File: src/rtl/delimited_frame_rx_crc16_check_macros.svh
`ifndef DELIMITED_FRAME_RX_CRC16_CHECK_MACROS_SVH
`define DELIMITED_FRAME_RX_CRC16_CHECK_MACROS_SVH

// Same-cycle implication, checked outside reset.
`define DFRX_ASSERT_NOW(label, ante, cons) \
  label: assert property (@(posedge clk) disable iff (rst) (ante) |-> (cons)) \
    else $error("dfrx: same-cycle check failed");

// Next-cycle implication, checked outside reset.
`define DFRX_ASSERT_NEXT(label, ante, cons) \
  label: assert property (@(posedge clk) disable iff (rst) (ante) |=> (cons)) \
    else $error("dfrx: next-cycle check failed");

`endif

File: src/rtl/dfrx_pkg.sv
`default_nettype none

package dfrx_pkg;

  localparam int LENGTH_WIDTH  = 16;
  localparam int COUNTER_WIDTH = 32;

  localparam logic [15:0] START_MARKER_RESET = 16'hAABB;
  localparam logic [15:0] END_MARKER_RESET   = 16'hCCDD;
  localparam logic [15:0] CRC_INIT           = 16'hFFFF;
  localparam logic [15:0] CRC_POLY           = 16'hA001;

  localparam logic [1:0] CFG_START_MARKER = 2'd0;
  localparam logic [1:0] CFG_END_MARKER   = 2'd1;

  localparam logic KIND_PAYLOAD = 1'b0;
  localparam logic KIND_STATUS  = 1'b1;

  typedef enum logic [1:0] {
    PH_HUNT    = 2'd0,
    PH_PAYLOAD = 2'd1,
    PH_CRC_HI  = 2'd2,
    PH_CRC_LO  = 2'd3
  } phase_t;

  // One byte of CRC-16/MODBUS, LSB first.
  function automatic logic [15:0] crc16_byte(input logic [15:0] crc, input logic [7:0] b);
    logic [15:0] c;
    c = crc ^ {8'h00, b};
    for (int i = 0; i < 8; i++) begin
      if (c[0]) c = (c >> 1) ^ CRC_POLY;
      else c = c >> 1;
    end
    return c;
  endfunction

endpackage

`default_nettype wire

File: src/rtl/delimited_frame_rx_crc16_check.sv
// A result appears in the output register in the cycle after the byte that causes it.
// Throughput: one byte per cycle unless out_ready stalls; the byte-wide CRC update and the
// framing decisions settle between the input port and the state and output registers.
// Reset (rst, synchronous, active high): hunt for the start marker, clear the packet
// counters and the output valid, and restore the markers to 0xAABB and 0xCCDD.
`default_nettype none

module delimited_frame_rx_crc16_check (
  input  wire logic                        clk,
  input  wire logic                        rst,
  // received byte stream
  input  wire logic                        in_valid,
  output logic                             in_ready,
  input  wire logic [7:0]                  rx_byte,
  // payload bytes and end-of-packet status
  output logic                             out_valid,
  input  wire logic                        out_ready,
  output logic                             kind,
  output logic [7:0]                       payload_byte,
  output logic                             crc_ok,
  output logic [15:0]                      packet_length,
  output logic [31:0]                      packets_total,
  output logic [31:0]                      packets_lost,
  // register writes
  input  wire logic                        cfg_valid,
  output logic                             cfg_ready,
  input  wire logic [1:0]                  cfg_index,
  input  wire logic [15:0]                 cfg_data
);
  import dfrx_pkg::*;

  // Configuration registers. start_crc1 caches the CRC after the first start marker
  // byte, so the start-of-packet path runs a single byte update.
  logic [15:0] start_marker;
  logic [15:0] end_marker;
  logic [15:0] start_crc1;

  // Framing state
  phase_t                     phase, phase_next;
  logic                       hunt_first_seen, hunt_first_seen_next;
  logic [7:0]                 pending_byte, pending_byte_next;
  logic                       pending_valid, pending_valid_next;
  logic [15:0]                crc_acc, crc_acc_next;
  logic [7:0]                 crc_high_byte, crc_high_byte_next;
  logic [LENGTH_WIDTH-1:0]    payload_length, payload_length_next;
  logic [COUNTER_WIDTH-1:0]   packet_counter, packet_counter_next;
  logic [COUNTER_WIDTH-1:0]   lost_counter, lost_counter_next;

  // Result for the output register
  logic        res_valid;
  logic        res_kind;
  logic [7:0]  res_byte;
  logic        res_ok;

  logic        in_fire;
  logic        start_hit;
  logic        end_hit;
  logic        rx_crc_match;
  logic [15:0] crc_in;
  logic [15:0] crc_new;

  // The output register parts the two sides: take a byte whenever the held result
  // leaves this cycle or there is none.
  assign in_ready  = !out_valid || out_ready;
  assign in_fire   = in_valid && in_ready;
  assign cfg_ready = 1'b1;

  // Second start marker byte after a first one completes the start marker.
  assign start_hit = hunt_first_seen && (rx_byte == start_marker[7:0]);
  // Held byte plus this byte form the end marker; the held byte is then dropped.
  assign end_hit   = pending_valid && (pending_byte == end_marker[15:8]) &&
                     (rx_byte == end_marker[7:0]);
  assign rx_crc_match = ({crc_high_byte, rx_byte} == crc_acc);

  // One shared byte update: seeded from the cached marker CRC while hunting.
  assign crc_in  = (phase == PH_HUNT) ? start_crc1 : crc_acc;
  assign crc_new = crc16_byte(crc_in, rx_byte);

  // Next phase
  always_comb begin
    phase_next = phase;
    if (in_fire) begin
      unique case (phase)
        PH_HUNT:    if (start_hit) phase_next = PH_PAYLOAD;
        PH_PAYLOAD: if (end_hit) phase_next = PH_CRC_HI;
        PH_CRC_HI:  phase_next = PH_CRC_LO;
        PH_CRC_LO:  phase_next = PH_HUNT;
        default:    phase_next = PH_HUNT;
      endcase
    end
  end

  // Datapath and results
  always_comb begin
    hunt_first_seen_next = hunt_first_seen;
    pending_byte_next    = pending_byte;
    pending_valid_next   = pending_valid;
    crc_acc_next         = crc_acc;
    crc_high_byte_next   = crc_high_byte;
    payload_length_next  = payload_length;
    packet_counter_next  = packet_counter;
    lost_counter_next    = lost_counter;
    res_valid            = 1'b0;
    res_kind             = KIND_PAYLOAD;
    res_byte             = 8'h00;
    res_ok               = 1'b0;
    if (in_fire) begin
      unique case (phase)
        PH_HUNT: begin
          if (start_hit) begin
            crc_acc_next         = crc_new;
            payload_length_next  = '0;
            pending_valid_next   = 1'b0;
            pending_byte_next    = 8'h00;
            hunt_first_seen_next = 1'b0;
          end else begin
            // A byte that misses the second marker byte may itself open a marker.
            hunt_first_seen_next = (rx_byte == start_marker[15:8]);
          end
        end
        PH_PAYLOAD: begin
          crc_acc_next = crc_new;
          if (end_hit) begin
            pending_valid_next = 1'b0;
            pending_byte_next  = 8'h00;
          end else if (pending_valid) begin
            // Release the held byte, hold the new one.
            res_valid         = 1'b1;
            res_byte          = pending_byte;
            pending_byte_next = rx_byte;
            if (payload_length != '1) payload_length_next = payload_length + 1'b1;
          end else begin
            pending_byte_next  = rx_byte;
            pending_valid_next = 1'b1;
          end
        end
        PH_CRC_HI: begin
          crc_high_byte_next = rx_byte;
        end
        PH_CRC_LO: begin
          packet_counter_next = packet_counter + 1'b1;
          if (!rx_crc_match) lost_counter_next = lost_counter + 1'b1;
          res_valid            = 1'b1;
          res_kind             = KIND_STATUS;
          res_ok               = rx_crc_match;
          hunt_first_seen_next = 1'b0;
        end
        default: begin
          hunt_first_seen_next = 1'b0;
        end
      endcase
    end
  end

  // Configuration writes; an index beyond the list is ignored.
  always_ff @(posedge clk) begin
    if (rst) begin
      start_marker <= START_MARKER_RESET;
      end_marker   <= END_MARKER_RESET;
      start_crc1   <= crc16_byte(CRC_INIT, START_MARKER_RESET[15:8]);
    end else if (cfg_valid && cfg_ready) begin
      unique case (cfg_index)
        CFG_START_MARKER: begin
          start_marker <= cfg_data;
          start_crc1   <= crc16_byte(CRC_INIT, cfg_data[15:8]);
        end
        CFG_END_MARKER: end_marker <= cfg_data;
        default: ;
      endcase
    end
  end

  // Framing state
  always_ff @(posedge clk) begin
    if (rst) begin
      phase           <= PH_HUNT;
      hunt_first_seen <= 1'b0;
      pending_byte    <= 8'h00;
      pending_valid   <= 1'b0;
      crc_acc         <= CRC_INIT;
      crc_high_byte   <= 8'h00;
      payload_length  <= '0;
      packet_counter  <= '0;
      lost_counter    <= '0;
    end else begin
      phase           <= phase_next;
      hunt_first_seen <= hunt_first_seen_next;
      pending_byte    <= pending_byte_next;
      pending_valid   <= pending_valid_next;
      crc_acc         <= crc_acc_next;
      crc_high_byte   <= crc_high_byte_next;
      payload_length  <= payload_length_next;
      packet_counter  <= packet_counter_next;
      lost_counter    <= lost_counter_next;
    end
  end

  // Output register: load a new result, else drop the one just taken.
  always_ff @(posedge clk) begin
    if (rst) begin
      out_valid <= 1'b0;
    end else if (res_valid) begin
      out_valid <= 1'b1;
    end else if (out_ready) begin
      out_valid <= 1'b0;
    end
  end

  always_ff @(posedge clk) begin
    if (res_valid) begin
      kind          <= res_kind;
      payload_byte  <= res_byte;
      crc_ok        <= res_ok;
      packet_length <= (res_kind == KIND_STATUS) ? 16'(payload_length) : 16'h0000;
      packets_total <= (res_kind == KIND_STATUS) ? 32'(packet_counter_next) : 32'h0;
      packets_lost  <= (res_kind == KIND_STATUS) ? 32'(lost_counter_next) : 32'h0;
    end
  end

`include "delimited_frame_rx_crc16_check_macros.svh"

  `DFRX_ASSERT_NOW(a_hunt_no_pending, phase == PH_HUNT, !pending_valid)
  `DFRX_ASSERT_NEXT(a_crc_lo_gives_status, in_fire && phase == PH_CRC_LO,
                    out_valid && kind == KIND_STATUS)
  `DFRX_ASSERT_NEXT(a_hunt_leads_to_payload, in_fire && phase == PH_HUNT,
                    phase == PH_HUNT || phase == PH_PAYLOAD)
  `DFRX_ASSERT_NOW(a_status_no_byte, out_valid && kind == KIND_STATUS,
                   payload_byte == 8'h00)
  `DFRX_ASSERT_NOW(a_payload_no_status, out_valid && kind == KIND_PAYLOAD,
                   !crc_ok && packet_length == 16'h0000)

endmodule

`default_nettype wire

File: config.mk
export PLATFORM = sky130hd
export DESIGN_NAME = delimited_frame_rx_crc16_check
export DESIGN_NICKNAME = d
export VERILOG_FILES = /design/src/rtl/dfrx_pkg.sv /design/src/rtl/delimited_frame_rx_crc16_check.sv
export VERILOG_INCLUDE_DIRS = /design/src /design/src/rtl
export SDC_FILE = /design/constraint.sdc
export NUM_CORES = 1
export LEC_CHECK = 0
export BUFFER_PORTS_ARGS = -buffer_cell sky130_fd_sc_hd__buf_2
export CAP_MARGIN = 20
export CORE_MARGIN = 2
export CORE_UTILIZATION = 40
export DETAILED_ROUTE_END_ITERATION = 7
export HOLD_SLACK_MARGIN = 0.03
export SLEW_MARGIN = 20
export SYNTH_ARGS = -nofsm -noshare
export SYNTH_HDL_FRONTEND = slang
export SYNTH_SLANG_ARGS = --single-unit
File: constraint.sdc
create_clock -name clk -period 4.7 [get_ports clk]
set_clock_uncertainty 0.15 [all_clocks]
set_input_delay 0.94 -clock clk [delete_from_list [all_inputs] [get_ports clk]]
set_output_delay 0.94 -clock clk [all_outputs]
set_load 0.01 [all_outputs]
==> impl_metrics.py <==
metrics = {
    "run_status": {
        "outcome": "finished, final reports clean",
    },
    "sta": {
        "hold_viol": 0,
        "min_period_ns": 3.199,
        "slew_viol_final": 0,
        "relSlewSlack": 0.3584,
        "period_share": 0.6805,
        "worstMarginPinSlew_ns": 0.9623,
        "fin_tns_setup_ns": 0,
        "finalSetupViolCount": 0,
        "whs_ns": 0.3220,
        "rsz0062_at_grt": "no",
        "max_freq_ghz": 0.3126,
    },
    "power_and_ir_drop": {
        "p_leak_uw": 0.005072,
        "cellPowerDensity_nw_per_um2": 354.2,
        "ir_drop_uv": 254.8,
    },
    "logic_synthesis": {
        "synthCells": 1126,
        "synth_flop_cell": "dfxtp_1",
        "netlist_area_sq_um": 10970,
        "ys_warn_count": 0,
        "yosysSeqAreaShare": 0.5367,
        "synth_most_common_cell": "nor2_1",
        "synth_nets": 1164,
        "synthTopCellsByArea": "dfxtp_1 29%, edfxtp_1 25%, xnor2_1 7.7%",
        "yosys-top-cells-count": "173 x nor2_1, 159 x dfxtp_1, 159 x nand2_1",
        "synth_top_area_share": 0.2902,
        "synth_edf_count": 90,
        "yosysTopAreaCell": "dfxtp_1",
        "syn_area_per_cell_sq_um": 9.740,
        "async_flop_share": 0,
        "ys_types": 54,
        "ys_ff_latch": 249,
    },
    "final_layout": {
        "nets": 1268,
        "n_fill_cell": 2513,
        "drive_gt1_frac": 0.1592,
        "antenna_cells": 0,
        "area_delta_synth_final_pct": 16.01,
    },
    "floorplan": {
        "std_cell_rows": 60,
        "core_area_sq_um": 26950,
        "die_h_um": 169.6,
        "dieWidth_um": 169.6,
        "start_util": 0.4069,
        "die-area_sq_um": 28760,
        "ioPinCount": 124,
    },
    "clock_tree": {
        "clkSinkCount": 249,
        "cts_resized": 0,
        "tritoncts": "done",
        "cts_buffers": 27,
        "cts.path.max_buffers": 3,
        "cts_hold_buf": 0,
        "post-cts-setup-buffers": 0,
        "clk_pin_slew_ns": 0.06,
        "clk_latency_ns": 0.55,
        "root_buffer": "clkbuf_16",
        "htree_num_levels": 1,
    },
    "min_path": {
        "whs_endpoint": "crc_high_byte[6]",
        "hp-start": "crc_high_byte[6]",
        "hold_depth": 2,
        "worstHoldPathType": "reg -> reg",
    },
    "routing": {
        "antenna_left": 0,
        "drc": 0,
        "first_pass_iters": 6,
        "wire_per_inst_um": 15.39,
        "vias_per_cell": 4.978,
        "wirelength_um": 24490,
        "drt_iter0_markers": 596,
        "vias": 7920,
    },
    "setup_path": {
        "required_ns": 4.82,
        "timing.rr.end": "packets_lost[28]",
        "rr_worst_depth": 9,
        "start_kind": "input port",
        "path_max_fanout": 23,
        "rr_startpoint": "out_valid",
        "rrSetupSlack_ns": 1.65,
        "cp_data_arrival_time_ns": 3.32,
        "end_kind": "flop",
        "critical_path_class": "in -> reg",
    },
    "placement": {
        "place_congestion": 0.8158,
        "place_hpwl_um": 16790,
        "portBuffers": 122,
    },
    "grt": {
        "grt_max_degree": 91,
        "grt.overflow.total": 0,
        "grt_pass1_vias": 7472,
        "grt.total_usage": 0.1698,
        "grt_pass1_wl_um": 39430,
        "grt_antenna_before_repair": 0,
    },
    "run": {
        "maxCapViolations": 0,
    },
}
sequential cells by signal, summed over array words and instances, names as in the netlist, 10 cells and up:
signal,cells
crc_acc,16
packet_counter,32
payload_length,16
packets_total,32
start_marker,16
lost_counter,32
packets_lost,32
end_marker,16
packet_length,16
start_crc1,10
worst max-delay path, cell delays in order:
cell	delay, ns
buf_2	0.07
nand2b_1	0.26
and2_1	0.18
buf_4	0.21
nand2_2	0.08
inv_2	0.30
nand4_1	0.58
nor3_1	0.43
xnor2_1	0.19
nor2_1	0.06
layout make-up:
| class | count | area [sq um] | share of cell area |
|---|---|---|---|
| inverter | 18 | 68.82 | 0.005409 |
| clock buffer | 42 | 792.0 | 0.06225 |
| timing repair buffer | 135 | 714.4 | 0.05616 |
| sequential | 249 | 5886 | 0.4626 |
| clock inverter | 7 | 78.83 | 0.006196 |
| tap | 341 | 426.7 | 0.03354 |
| multi-input combinational | 799 | 4756 | 0.3738 |
cells in the final DEF, fill, tap and decap left out, types with 8 or more instances in the layout:
master and n:
buf_2 121, o211ai_1 21, dfxtp_1 159, buf_4 13, inv_1 15, xor2_1 62, nand2b_1 10, nor3_1 16
xnor2_1 97, nand4_1 24, mux2i_1 12, nor4_1 9, a21oi_1 41, a22oi_1 8, nor2_1 173, clkbuf_1 9
o21ai_0 10, edfxtp_1 90, and2_1 29, nand3_1 56, clkbuf_16 27, and3_1 11, nand2_1 158
cell families (layout without fill, tap and decap cells):
group	Yosys count	after routing	share of synthesized area
flip-flops	249	249	0.5367
adder cells (fa/ha/maj)	7	7	0.007986
other	1	1	0.0003419
AO/OA/AOI/OAI	95	95	0.05476
buffers and inverters	78	202	0.03103
XOR/XNOR	167	167	0.1394
AND/OR/NAND/NOR	517	517	0.2188
multiplexers	12	12	0.01095
per-stage QoR:
step / cells / utilization / area, sq um / worst slack, ns / power (uW)
4_1_cts: 1591 / 0.4719 / 12720 / 1.523 / 4558
3_3_place_gp: 1542 / 0.4396 / 11850 / 1.006 / 2489
5_1_grt: 1591 / 0.4721 / 12720 / 1.266 / 4662
3_5_place_dp: 1542 / 0.4396 / 11850 / 0.9545 / 2491
2_1_floorplan: 1126 / - / 10970 / 0.3117 / 2438
6_report: 1591 / 0.4721 / 12720 / 1.501 / 4507
worst max path at each step:
stage	startpoint	end	slack (ns)	depth (start not counted)
floorplan	out_ready	crc_ok	0.31	8
global placement	rx_byte[4]	packets_total[20]	1.01	9
detailed placement	out_ready	packets_lost[28]	0.95	10
CTS	out_ready	packets_lost[28]	1.52	10
global route	out_ready	packets_lost[22]	1.27	10
finish	out_ready	packets_lost[28]	1.50	10
routing by layer:
metal  part of all wire  global-route usage  routed length, um  vias up
met5                  0                   0                  0        -
met4              0.018             0.04348                449        0
met3              0.051             0.02355               1251       30
met2               0.44              0.2683              10880      224
met1               0.49              0.2454              11910     3665
li1                   -                   -                  -     4001
power breakdown:
part | switching (uW) | internal, uW
combinational | 113 | 80.6
sequential | 15.1 | 2230
clock | 848 | 1220
total | 976 | 3530
No activity file was read; power rests on OpenSTA's default activity.
